$ cat config.mk
export PLATFORM = sky130hd
export DESIGN_NAME = reader_frame_codec_top
export DESIGN_NICKNAME = d
export VERILOG_FILES = /design/src/rfc_pkg.sv /design/src/rfc_ctrl.sv /design/src/rfc_dp.sv /design/src/reader_frame_codec_top.sv
export SDC_FILE = /design/constraint.sdc
export NUM_CORES = 1
export LEC_CHECK = 0
export BUFFER_PORTS_ARGS = -buffer_cell sky130_fd_sc_hd__buf_2
export CORE_MARGIN = 1.5
export CORE_UTILIZATION = 50
export CTS_CLUSTER_DIAMETER = 150
export DETAILED_ROUTE_END_ITERATION = 10
export GPL_TIMING_DRIVEN = 0
export PLACE_DENSITY = 0.73
export SLEW_MARGIN = 40
export SYNTH_ARGS = -nofsm -noshare
export SYNTH_HDL_FRONTEND = slang
export SYNTH_HIERARCHICAL = 1
export SYNTH_SLANG_ARGS = --single-unit
$ cat constraint.sdc
create_clock -name clk_i -period 6.1 [get_ports clk_i]
set_clock_uncertainty 0.1 [all_clocks]
set_input_delay 1.22 -clock clk_i [delete_from_list [all_inputs] [get_ports clk_i]]
set_output_delay 1.22 -clock clk_i [all_outputs]
set_load 0.03 [all_outputs]
$ cat src/rfc_pkg.sv
// reader frame codec package: shared types, character codes and digit helpers
// used by the controller, the datapath and the top level
package rfc_pkg;

  // fixed field widths
  localparam int unsigned ByteW    = 8;
  localparam int unsigned AddrW    = 7;
  localparam int unsigned KindW    = 2;
  localparam int unsigned StatW    = 2;
  localparam int unsigned PayCntW  = 7;
  localparam int unsigned InDataW  = 32;
  localparam int unsigned OutDataW = 24;
  localparam int unsigned StepW    = 4;

  // result kinds
  localparam logic [KindW-1:0] KIND_FRAME  = 2'd0;
  localparam logic [KindW-1:0] KIND_PAY    = 2'd1;
  localparam logic [KindW-1:0] KIND_STATUS = 2'd2;

  // reply status codes
  localparam logic [StatW-1:0] ST_OK       = 2'd0;
  localparam logic [StatW-1:0] ST_SHORT    = 2'd1;
  localparam logic [StatW-1:0] ST_BAD_SUM  = 2'd2;
  localparam logic [StatW-1:0] ST_OVERFLOW = 2'd3;

  // command codes
  localparam logic CMD_SEND = 1'b0;
  localparam logic CMD_RECV = 1'b1;

  // frame characters
  localparam logic [ByteW-1:0] CH_SOH    = 8'h01;
  localparam logic [ByteW-1:0] CH_STX    = 8'h02;
  localparam logic [ByteW-1:0] CH_ETX    = 8'h03;
  localparam logic [ByteW-1:0] CH_S      = 8'h53;
  localparam logic [ByteW-1:0] CH_ZERO   = 8'h30;
  localparam logic [ByteW-1:0] SUM_MARK  = 8'h20;
  localparam logic [ByteW-1:0] FUNC_RAW  = 8'hFF;

  // frame step indexes
  localparam logic [StepW-1:0] STEP_SOH  = 4'd0;
  localparam logic [StepW-1:0] STEP_S    = 4'd1;
  localparam logic [StepW-1:0] STEP_AT   = 4'd2;
  localparam logic [StepW-1:0] STEP_AO   = 4'd3;
  localparam logic [StepW-1:0] STEP_FH   = 4'd4;
  localparam logic [StepW-1:0] STEP_FL   = 4'd5;
  localparam logic [StepW-1:0] STEP_STX  = 4'd6;
  localparam logic [StepW-1:0] STEP_D0   = 4'd7;
  localparam logic [StepW-1:0] STEP_D1   = 4'd8;
  localparam logic [StepW-1:0] STEP_D2   = 4'd9;

  // first payload index in a reply
  localparam int unsigned PayFirst = 7;
  localparam int unsigned PayOver  = 9;

  typedef struct packed {
    logic [3:0] hund;
    logic [3:0] tens;
    logic [3:0] ones;
  } dec_t;

  // controller to datapath
  typedef struct packed {
    logic take;
    logic emit_frame;
    logic pay_start;
    logic rd_req;
    logic emit_pay;
    logic emit_stat;
  } cmd_t;

  // datapath to controller
  typedef struct packed {
    logic out_free;
    logic frame_last;
    logic has_pay;
    logic pay_last;
  } sts_t;

  // three decimal digits of a byte; tens by reciprocal multiply
  function automatic dec_t dec3(input logic [7:0] v);
    dec_t        d;
    logic [7:0]  r;
    logic [15:0] p;
    logic [7:0]  t10;
    if (v >= 8'd200) begin
      d.hund = 4'd2;
      r      = v - 8'd200;
    end else if (v >= 8'd100) begin
      d.hund = 4'd1;
      r      = v - 8'd100;
    end else begin
      d.hund = 4'd0;
      r      = v;
    end
    p      = {8'd0, r} * 16'd205;
    d.tens = 4'(p >> 11);
    t10    = {4'd0, d.tens} * 8'd10;
    d.ones = 4'(r - t10);
    return d;
  endfunction

  // uppercase hex character
  function automatic logic [7:0] hex_char(input logic [3:0] v);
    logic [7:0] c;
    if (v < 4'd10) c = CH_ZERO + {4'd0, v};
    else           c = 8'h37 + {4'd0, v};
    return c;
  endfunction

endpackage

$ cat src/rfc_ctrl.sv
// reader frame codec controller: sequences frame emission, payload readout
// and status; depends on rfc_pkg for the command and status structs
module rfc_ctrl (
  input  logic          clk_i,
  input  logic          rst_ni,
  input  logic          in_valid_i,
  input  logic          in_cmd_i,
  input  logic          in_final_i,
  input  rfc_pkg::sts_t sts_i,
  output rfc_pkg::cmd_t cmd_o,
  output logic          in_ready_o
);
  import rfc_pkg::*;

  typedef enum logic [2:0] {
    S_IDLE, S_SEND, S_CHECK, S_RREQ, S_RDAT, S_STAT
  } state_e;

  state_e state_q, state_d;

  // command decode from state
  always_comb begin
    cmd_o      = '0;
    state_d    = state_q;
    in_ready_o = (state_q == S_IDLE);
    unique case (state_q)
      S_IDLE: begin
        if (in_valid_i) begin
          cmd_o.take = 1'b1;
          if (in_cmd_i == CMD_SEND) state_d = S_SEND;
          else if (in_final_i)      state_d = S_CHECK;
        end
      end
      S_SEND: begin
        if (sts_i.out_free) begin
          cmd_o.emit_frame = 1'b1;
          if (sts_i.frame_last) state_d = S_IDLE;
        end
      end
      S_CHECK: begin
        cmd_o.pay_start = 1'b1;
        state_d = sts_i.has_pay ? S_RREQ : S_STAT;
      end
      S_RREQ: begin
        cmd_o.rd_req = 1'b1;
        state_d = S_RDAT;
      end
      S_RDAT: begin
        if (sts_i.out_free) begin
          cmd_o.emit_pay = 1'b1;
          state_d = sts_i.pay_last ? S_STAT : S_RREQ;
        end
      end
      S_STAT: begin
        if (sts_i.out_free) begin
          cmd_o.emit_stat = 1'b1;
          state_d = S_IDLE;
        end
      end
      default: state_d = S_IDLE;
    endcase
  end

  // state register
  always_ff @(posedge clk_i or negedge rst_ni) begin
    if (!rst_ni) begin
      state_q <= S_IDLE;
    end else begin
      state_q <= state_d;
    end
  end

endmodule

$ cat src/rfc_dp.sv
// reader frame codec datapath: frame byte builder, reply store and checker,
// output register; depends on rfc_pkg, driven by rfc_ctrl commands
module rfc_dp #(
  parameter int unsigned ReplyDepth = 64
) (
  input  logic                       clk_i,
  input  logic                       rst_ni,
  input  rfc_pkg::cmd_t              cmd_i,
  output rfc_pkg::sts_t              sts_o,
  input  logic                       in_cmd_i,
  input  logic                       in_final_i,
  input  logic [rfc_pkg::AddrW-1:0]  in_addr_i,
  input  logic [rfc_pkg::ByteW-1:0]  in_func_i,
  input  logic [rfc_pkg::ByteW-1:0]  in_data_i,
  input  logic [rfc_pkg::ByteW-1:0]  in_rx_i,
  input  logic                       out_ready_i,
  output logic                       out_valid_o,
  output logic [rfc_pkg::KindW-1:0]  out_kind_o,
  output logic [rfc_pkg::ByteW-1:0]  out_byte_o,
  output logic [rfc_pkg::StatW-1:0]  out_status_o,
  output logic [rfc_pkg::PayCntW-1:0] out_count_o,
  output logic                       out_last_o
);
  import rfc_pkg::*;

  localparam int unsigned AW = $clog2(ReplyDepth);
  localparam int unsigned KW = $clog2(ReplyDepth + 1);
  localparam int unsigned NW = KW + 1;

  // request fields held for the frame
  logic [3:0]       at_q, ao_q, dh_q, dt_q, dd_q;
  logic [ByteW-1:0] func_q, data_q, fx_q;
  logic             raw_q;
  logic [1:0]       ndig_q;
  logic [StepW-1:0] step_q;

  // reply state
  logic [ByteW-1:0] store [ReplyDepth];
  logic [KW-1:0]    kept_q;
  logic [ByteW-1:0] rxor_q;
  logic             ovf_q;
  logic [AW-1:0]    rd_idx_q, pay_end_q;
  logic [ByteW-1:0] rd_data_q;
  logic [StatW-1:0] stat_q;
  logic [PayCntW-1:0] cnt_q;

  // output register
  logic               ov_q, last_q;
  logic [KindW-1:0]   kind_q;
  logic [ByteW-1:0]   byte_q;
  logic [StatW-1:0]   ost_q;
  logic [PayCntW-1:0] ocnt_q;

  logic               send_take, rx_take, rx_drop, rx_full;
  dec_t               adec, ddec;
  logic [ByteW-1:0]   addr_mod;
  logic [ByteW-1:0]   fbyte, dbyte;
  logic [StepW-1:0]   last_step, dstep;
  logic [NW-1:0]      n_w;
  logic               ovf_w;
  logic [StatW-1:0]   stat_w;
  logic [PayCntW-1:0] cnt_w;

  assign send_take = cmd_i.take && (in_cmd_i == CMD_SEND);
  assign rx_take   = cmd_i.take && (in_cmd_i == CMD_RECV);
  assign rx_drop   = (kept_q == '0) && (in_rx_i == '0);
  assign rx_full   = (kept_q >= KW'(ReplyDepth));

  // decimal digits of address and data
  always_comb begin
    addr_mod = (in_addr_i >= 7'd100) ? {1'b0, in_addr_i - 7'd100} : {1'b0, in_addr_i};
    adec     = dec3(addr_mod);
    ddec     = dec3(in_data_i);
  end

  // reply check at the final byte
  always_comb begin
    n_w   = rx_drop ? '0 : NW'(kept_q) + NW'(1);
    ovf_w = ovf_q || (!rx_drop && rx_full);
    if (ovf_w)                                stat_w = ST_OVERFLOW;
    else if (n_w < NW'(3))                    stat_w = ST_SHORT;
    else if (in_rx_i != (rxor_q | SUM_MARK))  stat_w = ST_BAD_SUM;
    else                                      stat_w = ST_OK;
    if (stat_w == ST_OK && n_w > NW'(PayOver)) cnt_w = PayCntW'(n_w - NW'(PayOver));
    else                                       cnt_w = '0;
  end

  // frame byte at the current step
  always_comb begin
    dstep     = step_q - STEP_D0;
    last_step = STEP_D1 + {2'd0, ndig_q};
    if (raw_q) begin
      dbyte = data_q;
    end else begin
      case (ndig_q)
        2'd3:    dbyte = CH_ZERO + {4'd0, (dstep == 4'd0) ? dh_q : (dstep == 4'd1) ? dt_q : dd_q};
        2'd2:    dbyte = CH_ZERO + {4'd0, (dstep == 4'd0) ? dt_q : dd_q};
        default: dbyte = CH_ZERO + {4'd0, dd_q};
      endcase
    end
    if (step_q == last_step)                fbyte = fx_q | SUM_MARK;
    else if (step_q == last_step - 4'd1)    fbyte = CH_ETX;
    else begin
      case (step_q)
        STEP_SOH: fbyte = CH_SOH;
        STEP_S:   fbyte = CH_S;
        STEP_AT:  fbyte = CH_ZERO + {4'd0, at_q};
        STEP_AO:  fbyte = CH_ZERO + {4'd0, ao_q};
        STEP_FH:  fbyte = hex_char(func_q[7:4]);
        STEP_FL:  fbyte = hex_char(func_q[3:0]);
        STEP_STX: fbyte = CH_STX;
        default:  fbyte = dbyte;
      endcase
    end
  end

  assign sts_o.out_free   = !ov_q || out_ready_i;
  assign sts_o.frame_last = (step_q == last_step);
  assign sts_o.has_pay    = (cnt_q != '0);
  assign sts_o.pay_last   = (rd_idx_q == pay_end_q);

  // request capture and frame walk
  always_ff @(posedge clk_i) begin
    if (send_take) begin
      at_q   <= adec.tens;
      ao_q   <= adec.ones;
      dh_q   <= ddec.hund;
      dt_q   <= ddec.tens;
      dd_q   <= ddec.ones;
      func_q <= in_func_i;
      data_q <= in_data_i;
      raw_q  <= (in_func_i == FUNC_RAW);
      if (in_func_i == FUNC_RAW || in_data_i < 8'd10) ndig_q <= 2'd1;
      else if (in_data_i < 8'd100)                     ndig_q <= 2'd2;
      else                                             ndig_q <= 2'd3;
      step_q <= STEP_SOH;
      fx_q   <= '0;
    end else if (cmd_i.emit_frame) begin
      step_q <= step_q + 4'd1;
      fx_q   <= fx_q ^ fbyte;
    end
  end

  // reply store write and payload read
  always_ff @(posedge clk_i) begin
    if (rx_take && !in_final_i && !rx_drop && !rx_full) begin
      store[kept_q[AW-1:0]] <= in_rx_i;
    end
    if (cmd_i.rd_req) begin
      rd_data_q <= store[rd_idx_q];
    end
    if (rx_take && in_final_i) begin
      stat_q    <= stat_w;
      cnt_q     <= cnt_w;
      pay_end_q <= AW'(kept_q - KW'(2));
    end
    if (cmd_i.pay_start)     rd_idx_q <= AW'(PayFirst);
    else if (cmd_i.emit_pay) rd_idx_q <= rd_idx_q + AW'(1);
  end

  // reply receive state
  always_ff @(posedge clk_i or negedge rst_ni) begin
    if (!rst_ni) begin
      kept_q <= '0;
      rxor_q <= '0;
      ovf_q  <= 1'b0;
    end else if (send_take || (rx_take && in_final_i)) begin
      kept_q <= '0;
      rxor_q <= '0;
      ovf_q  <= 1'b0;
    end else if (rx_take && !rx_drop) begin
      if (rx_full) begin
        ovf_q <= 1'b1;
      end else begin
        kept_q <= kept_q + KW'(1);
        rxor_q <= rxor_q ^ in_rx_i;
      end
    end
  end

  // output valid
  always_ff @(posedge clk_i or negedge rst_ni) begin
    if (!rst_ni) begin
      ov_q <= 1'b0;
    end else if (cmd_i.emit_frame || cmd_i.emit_pay || cmd_i.emit_stat) begin
      ov_q <= 1'b1;
    end else if (out_ready_i) begin
      ov_q <= 1'b0;
    end
  end

  // output word
  always_ff @(posedge clk_i) begin
    if (cmd_i.emit_frame) begin
      kind_q <= KIND_FRAME;
      byte_q <= fbyte;
      ost_q  <= ST_OK;
      ocnt_q <= '0;
      last_q <= sts_o.frame_last;
    end else if (cmd_i.emit_pay) begin
      kind_q <= KIND_PAY;
      byte_q <= rd_data_q;
      ost_q  <= ST_OK;
      ocnt_q <= '0;
      last_q <= 1'b0;
    end else if (cmd_i.emit_stat) begin
      kind_q <= KIND_STATUS;
      byte_q <= '0;
      ost_q  <= stat_q;
      ocnt_q <= cnt_q;
      last_q <= 1'b1;
    end
  end

  assign out_valid_o  = ov_q;
  assign out_kind_o   = kind_q;
  assign out_byte_o   = byte_q;
  assign out_status_o = ost_q;
  assign out_count_o  = ocnt_q;
  assign out_last_o   = last_q;

endmodule

$ cat src/reader_frame_codec_top.sv
// reader frame codec top level: stream ports around controller and datapath
// depends on rfc_pkg, rfc_ctrl and rfc_dp
//
// A send word (tuser 0) emits a request frame of 10 to 12 bytes, one per
// cycle while the output is taken; reply bytes (tuser 1) are stored, and
// the final one (tlast) is checked and followed by the payload read from
// the reply store, each byte taking one memory read and then one output load,
// and a status word. Input is taken only while no frame or readout is in
// progress; a finished word may wait in the output register.
module reader_frame_codec_top #(
  parameter int unsigned ReplyDepth = 64
) (
  input  logic        clk_i,
  input  logic        rst_ni,
  input  logic        s_axis_tvalid,
  output logic        s_axis_tready,
  // dev_address[6:0], function_code[14:7], request_data[22:15], rx_byte[30:23]
  input  logic [31:0] s_axis_tdata,
  // command
  input  logic        s_axis_tuser,
  // rx_final
  input  logic        s_axis_tlast,
  output logic        m_axis_tvalid,
  input  logic        m_axis_tready,
  // byte_out[7:0], status[9:8], payload_count[16:10]
  output logic [23:0] m_axis_tdata,
  // kind
  output logic [1:0]  m_axis_tuser,
  // last
  output logic        m_axis_tlast
);
  import rfc_pkg::*;

  cmd_t               cmd;
  sts_t               sts;
  logic [ByteW-1:0]   out_byte;
  logic [StatW-1:0]   out_status;
  logic [PayCntW-1:0] out_count;

  // sequencer
  rfc_ctrl u_ctrl (
    .clk_i      (clk_i),
    .rst_ni     (rst_ni),
    .in_valid_i (s_axis_tvalid),
    .in_cmd_i   (s_axis_tuser),
    .in_final_i (s_axis_tlast),
    .sts_i      (sts),
    .cmd_o      (cmd),
    .in_ready_o (s_axis_tready)
  );

  // frame builder and reply checker
  rfc_dp #(
    .ReplyDepth (ReplyDepth)
  ) u_dp (
    .clk_i        (clk_i),
    .rst_ni       (rst_ni),
    .cmd_i        (cmd),
    .sts_o        (sts),
    .in_cmd_i     (s_axis_tuser),
    .in_final_i   (s_axis_tlast),
    .in_addr_i    (s_axis_tdata[6:0]),
    .in_func_i    (s_axis_tdata[14:7]),
    .in_data_i    (s_axis_tdata[22:15]),
    .in_rx_i      (s_axis_tdata[30:23]),
    .out_ready_i  (m_axis_tready),
    .out_valid_o  (m_axis_tvalid),
    .out_kind_o   (m_axis_tuser),
    .out_byte_o   (out_byte),
    .out_status_o (out_status),
    .out_count_o  (out_count),
    .out_last_o   (m_axis_tlast)
  );

  // output word packing
  assign m_axis_tdata = {7'd0, out_count, out_status, out_byte};

endmodule

* Yosys cells after proc, flatten, opt, wreduce, memory -nomap -nowiden
Memory sizes are Yosys's and may differ from the RTL's. A register that Yosys moved wholly into a read port is not among the register bits. Cells that the tools add are included.
Operators by class: add/subtract/negate cells 25, $mul 4, $lt $le $gt $ge 12, eq/ne operators 26, muxes and demuxes 60, bitwise operators 3, reduce and logical (&&, ||, !) cells 36
Operator list (number):
- $mux W8 | 16
- $add A6 B4 Y7 const A | 9
- $pmux W8 S7 | 1
- $mul A8 B8 Y15 const B | 2
- $mux W7 | 4
- $mux W3 | 9
- $mux W1 | 22
- $pmux W3 S6 | 1
- $ge A8 B7 Y1 const B | 2
- $ge A8 B8 Y1 const B | 2
- $pmux W8 S2 | 1
- $sub A8 B7 Y8 const B | 2
- $sub A8 B8 Y8 const B | 2
- $xor A8 B8 Y8 | 2
- $ge A7 B7 Y1 const B | 2
- $eq A4 B3 Y1 const B | 3
- $mux W4 | 3
- $ne A2 B2 Y1 const B | 6
- $logic_and A1 B1 Y1 | 10
- $add A7 B1 Y8 const B | 1
- $eq A4 B1 Y1 const B | 2
- $eq A4 B2 Y1 const B | 2
- $eq A4 B4 Y1 | 2
- $eq A8 B8 Y1 const B | 1
- 38 further kinds | 59
Word-level totals: register bits after elaboration 112, memory bits (writable) 512, bits of input ports 38, output and inout port bits 29, logic and storage cells 193, memories kept 1
Memory list:
- u_dp.store | words 64, width 8, read ports 1, clocked after Yosys merged registers in 1, write ports 1, RTL line rfc_dp.sv:38 | logic [ByteW-1:0] store [ReplyDepth];

* Depth between registers and ports, before layout
depth in word-level cells 11, gate-level depth with buffers 29, gate-level depth less buffers 29

* Hierarchy
Netlist, hierarchy kept.
By module, submodules not included:
- rfc_dp | times used 1, cells each 1658, area each 28102.0 um^2, sequential area each 18377.6 um^2
- rfc_ctrl | times used 1, cells each 36, area each 290.3 um^2, sequential area each 75.1 um^2
- reader_frame_codec_top | times used 1, cells each 8, area each 56.3 um^2, sequential area each 0.0 um^2

* Worst setup path after synthesis
No wires, ideal clock.
path kind input-to-reg, start input port s_axis_tdata[3], end register u_dp.ao_q[3], data pin, library setup time 260 ps, data arrival time 6945 ps, required time 5740 ps, path slack -1205 ps, stages 29, path through inv_1 > ha_1 > nor3b_1 > o221ai_1 > a32oi_1 > nand2b_1 > a21bo_2 > and2_1 > ha_1 > inv_1 > fa_1 > inv_1 > fa_1 > inv_1 > fa_1 > inv_1 > ha_1 > a21o_1 > a21o_1 > a211oi_1 > and2_1 > xnor2_1 > ha_1 > inv_1 > fa_1 > xnor2_1 > xnor2_1 > xnor2_1 > xnor2_1
RTL lines:
- from (decl) | RTL line reader_frame_codec_top.sv:18 | input logic [31:0] s_axis_tdata,
- to (signal assigned) | RTL line rfc_dp.sv:126 | ao_q <= adec.ones;
- to (decl) | RTL line rfc_dp.sv:31 | logic [3:0] at_q, ao_q, dh_q, dt_q, dd_q;

==> summary.txt <==
Power
  • Maximum vdd drop: 0.2792 mV
  • Pwr Total: 13820 µW
  • Pleak: about 0.011 µW
  • Pwr/cell area: 425.2 nW/µm²

Global route
  • Total global routing overflow: 0
  • Overall routing resource usage: 21.88%
  • GR peak layer: met2
  • First-pass GRT wire length: around 97000 µm
  • Vias in the first global route: about 16000
  • Initial antenna violation count: 0
  • GR Util met2: 35.02%
  • GR Util met3: between 3 and 4%
  • Largest net degree at the start of global routing: 69
  • M1 GR Usage: a little under a third

Critical path
  • Reg2reg end: u_dp/store[19][3]$_DFFE_PP_
  • Slowest-stage cell, CP: fa_1
  • Top Family by Delay on Critical Path: adder cells
  • Bufs and invs on worst path: 7
  • WP depth: 30
  • R2R depth: 10
  • CP Max Fanout: 2
  • CP endpoint kind: register
  • CP Class: input pin to register
  • Critical path required time: 6.36 ns
  • Worst Path Arrival: 6.88 ns
  • CP max stage delay: 0.49 ns
  • Flop2flop setup slack: 1.59 ns
  • Worst Setup Start Kind: input pin
  • RR Startpoint: u_dp/kept_q[0]$_DFFE_PN0P_

Place
  • Final GP Congestion: 0.9074
  • Placed cells: 2525
  • PortBufs: 57
  • Setup WS pre-CTS: -1.358 ns
  • DP HPWL: a little over 40000 µm

Worst hold path
  • HP Class: register to register
  • Hold Path Depth: 2
  • Hold_sp: u_dp/out_kind_o[1]$_SDFFE_PP0P_
  • Hold Path Sink: u_dp/out_kind_o[1]$_SDFFE_PP0P_

Floorplan
  • Core area: 56280 µm²
  • Die W: between 200 and 250 µm
  • Top-Level Pins: 67
  • Die Y: 241.5 µm
  • # rows: 87
  • Area of the die: just under 60000 µm²
  • Starting Density: 50.55%

Yosys
  • Synth unique cells: 80
  • Mapped cell area: 28450 µm²
  • Mapped Cells: between 1500 and 2000
  • Synth area leader: edfxtp_1
  • Most common cell in the netlist: edfxtp_1
  • Synth Area per Inst: about 17 µm²
  • Top cells by area, synth: edfxtp_1 (61%), mux4_2 (13%), ha_1 (4.7%)
  • Synth Area in Simple Gates: 5.568%
  • Post-synthesis compound-gate area fraction: 4.156%
  • EDFF count, synth: just under 600
  • Seq/Total Area, Yosys: 64.86%
  • Area share of the largest cell type after synthesis: 61.22%
  • Multiplexer share of the synthesized area: roughly 14%
  • Main combinational cell family by area after synthesis: multiplexers
  • XOR/XNOR Fraction of Synth Area: 2.203%
  • Ys async rst share: 3.030%
  • Yosys reg bits: 627
  • Synth warn: 6
  • Top post-synthesis cells by count: edfxtp_1 (580), mux4_2 (168), nor2_1 (129), ha_1 (108), inv_1 (107)
  • Adder-Cell Fraction of Synth Area: about 6.4%
  • Synth Flop Type: edfxtp_1

Clock network
  • H-tree Lvls: 2
  • Clock Path Buffers: 3
  • Cts hold-fix bufs: 0
  • CTS tree: built
  • CTS sink count: 627
  • Clock latency on the worst-skew pair: 0.64 ns
  • Clk slew on worst S/H paths: 0.06 ns
  • CTS buffer count: 59
  • Root buf cell: clkbuf_16

Finish
  • Final net count: between 2000 and 2500
  • Area growth syn-to-layout: 14.22%
  • Share of cells above drive strength 1: 23.59%
  • Post-route insts no fill: between 2000 and 3000
  • Fill cells: 4227

Drt
  • DR DRC count: 0
  • Pre-Repair DR Iteration Count: 8
  • Detailed Route WL: 63350 µm
  • DR iter-0 viols: roughly 1600
  • WL/cell: about 24 µm
  • Vias: 15756
  • DR vias/cell: 5.919
  • Final ANT Viol Nets: 0

Timing
  • Hold Violations, Final: 0
  • Worst setup margin: -0.5227 ns
  • Achievable Freq: about 0.15 GHz
  • Endpoints failing setup: 3
  • Max_slew headroom: 40.36%
  • RSZ-0062 raised after global routing: yes
  • Worst Tran Pin Value: 0.8946 ns
  • Min Clock Period, post-route: 6.623 ns
  • Final worst path period share: 108.6%
  • Max Transition Viols Final: 0

Run status
  • Outcome: finished, violations left
  • Violated checks: setup timing

Job
  • Max-Cap Viols: 0
## layout by cell type (no fill, tap or decap), types with 18 or more instances in the layout
cell and instances:
nand3_1 22, inv_1 95, edfxtp_1 580, nand2_1 58, dfrtp_1 19, dfxtp_1 28
nor2_1 115, a21oi_1 35, ha_1 98, fa_1 22, buf_4 39, xnor2_1 41
xor2_1 21, buf_2 53, o21ai_0 32, clkbuf_1 57, clkbuf_16 59, o21ai_1 18
mux4_2 168
## registers in the layout (all words and copies together), names as in the netlist, 8 cells and up
register	count
u_dp/out_byte_o	8
u_dp/rd_data_q	8
u_dp/func_q	8
u_dp/store	512
## final cells by class
type / instances / area, µm² / area share, %
flip-flops and latches: 627 / 18450 / 56.79
well taps: 756 / 945.9 / 2.911
plain buffers: 79 / 424.2 / 1.305
clock buffers: 80 / 1605 / 4.940
diodes: 3 / 7.507 / 0.02310
inverters: 108 / 436.7 / 1.344
multi-input cells: 895 / 9543 / 29.37
clock inverters: 31 / 486.7 / 1.498
repair buffers: 83 / 593.1 / 1.825
## through the flow
stage	hold WS, ns	utilization [%]	cell area, µm²	TNS (ns)
after CTS	0.3781	57.34	32270	-0.8569
after global routing	0.3937	57.73	32490	-1.770
final	0.3823	57.74	32490	-0.9638
after floorplan	0.3435	-	28670	-1.633
after detailed placement	0.3666	53.24	29960	-8.011
after global placement	0.3427	53.13	29900	-7.115
## where the power goes
part | switching, µW | internal (µW) | leakage [µW]
Sequential | 118 | 5020 | 0.00571
Combinational | 2620 | 2130 | 0.00457
Clock | 1610 | 2320 | 0.00102
Total | 4350 | 9470 | 0.0113
## logic make-up after synthesis
logic type / after synthesis
AOI/OAI and AO/OA: 175
xor gates and xnor gates: 70
adders and majority gates: 132
buffers and inverters: 188
DFF: 627
muxes: 183
other: 3
and+or+nand+nor: 324
## metal layers
metal	up-vias	part of all wire [%]
met5	-	0
met4	0	2.7
met3	107	7.0
met2	613	49
met1	8118	42
li1	6918	-
## tightest hold or removal path: stages, from the launching register on
cell and delay [ns]:
dfxtp_1 0.32, nor2_1 0.08, nor2_1 0.04
## repair_timing
action	4_1_cts	5_1_grt
setup buffers	11	13
pin swaps	21	23
setup endpoints to repair	5	4
resized for setup	27	20
## worst max path at each step
stage	start	endpoint	slack, ns
6_report	s_axis_tdata[3]	u_dp/ao_q[3]$_DFFE_PP_	-0.52
5_1_grt	s_axis_tdata[3]	u_dp/ao_q[3]$_DFFE_PP_	-0.76
4_1_cts	s_axis_tdata[3]	u_dp/ao_q[3]$_DFFE_PP_	-0.50
3_5_place_dp	s_axis_tdata[17]	u_dp/dd_q[3]$_DFFE_PP_	-1.36
3_3_place_gp	s_axis_tdata[17]	u_dp/dd_q[3]$_DFFE_PP_	-1.34
2_1_floorplan	s_axis_tdata[3]	u_dp/ao_q[3]$_DFFE_PP_	-0.67
(Power assumes the default switching activity.)
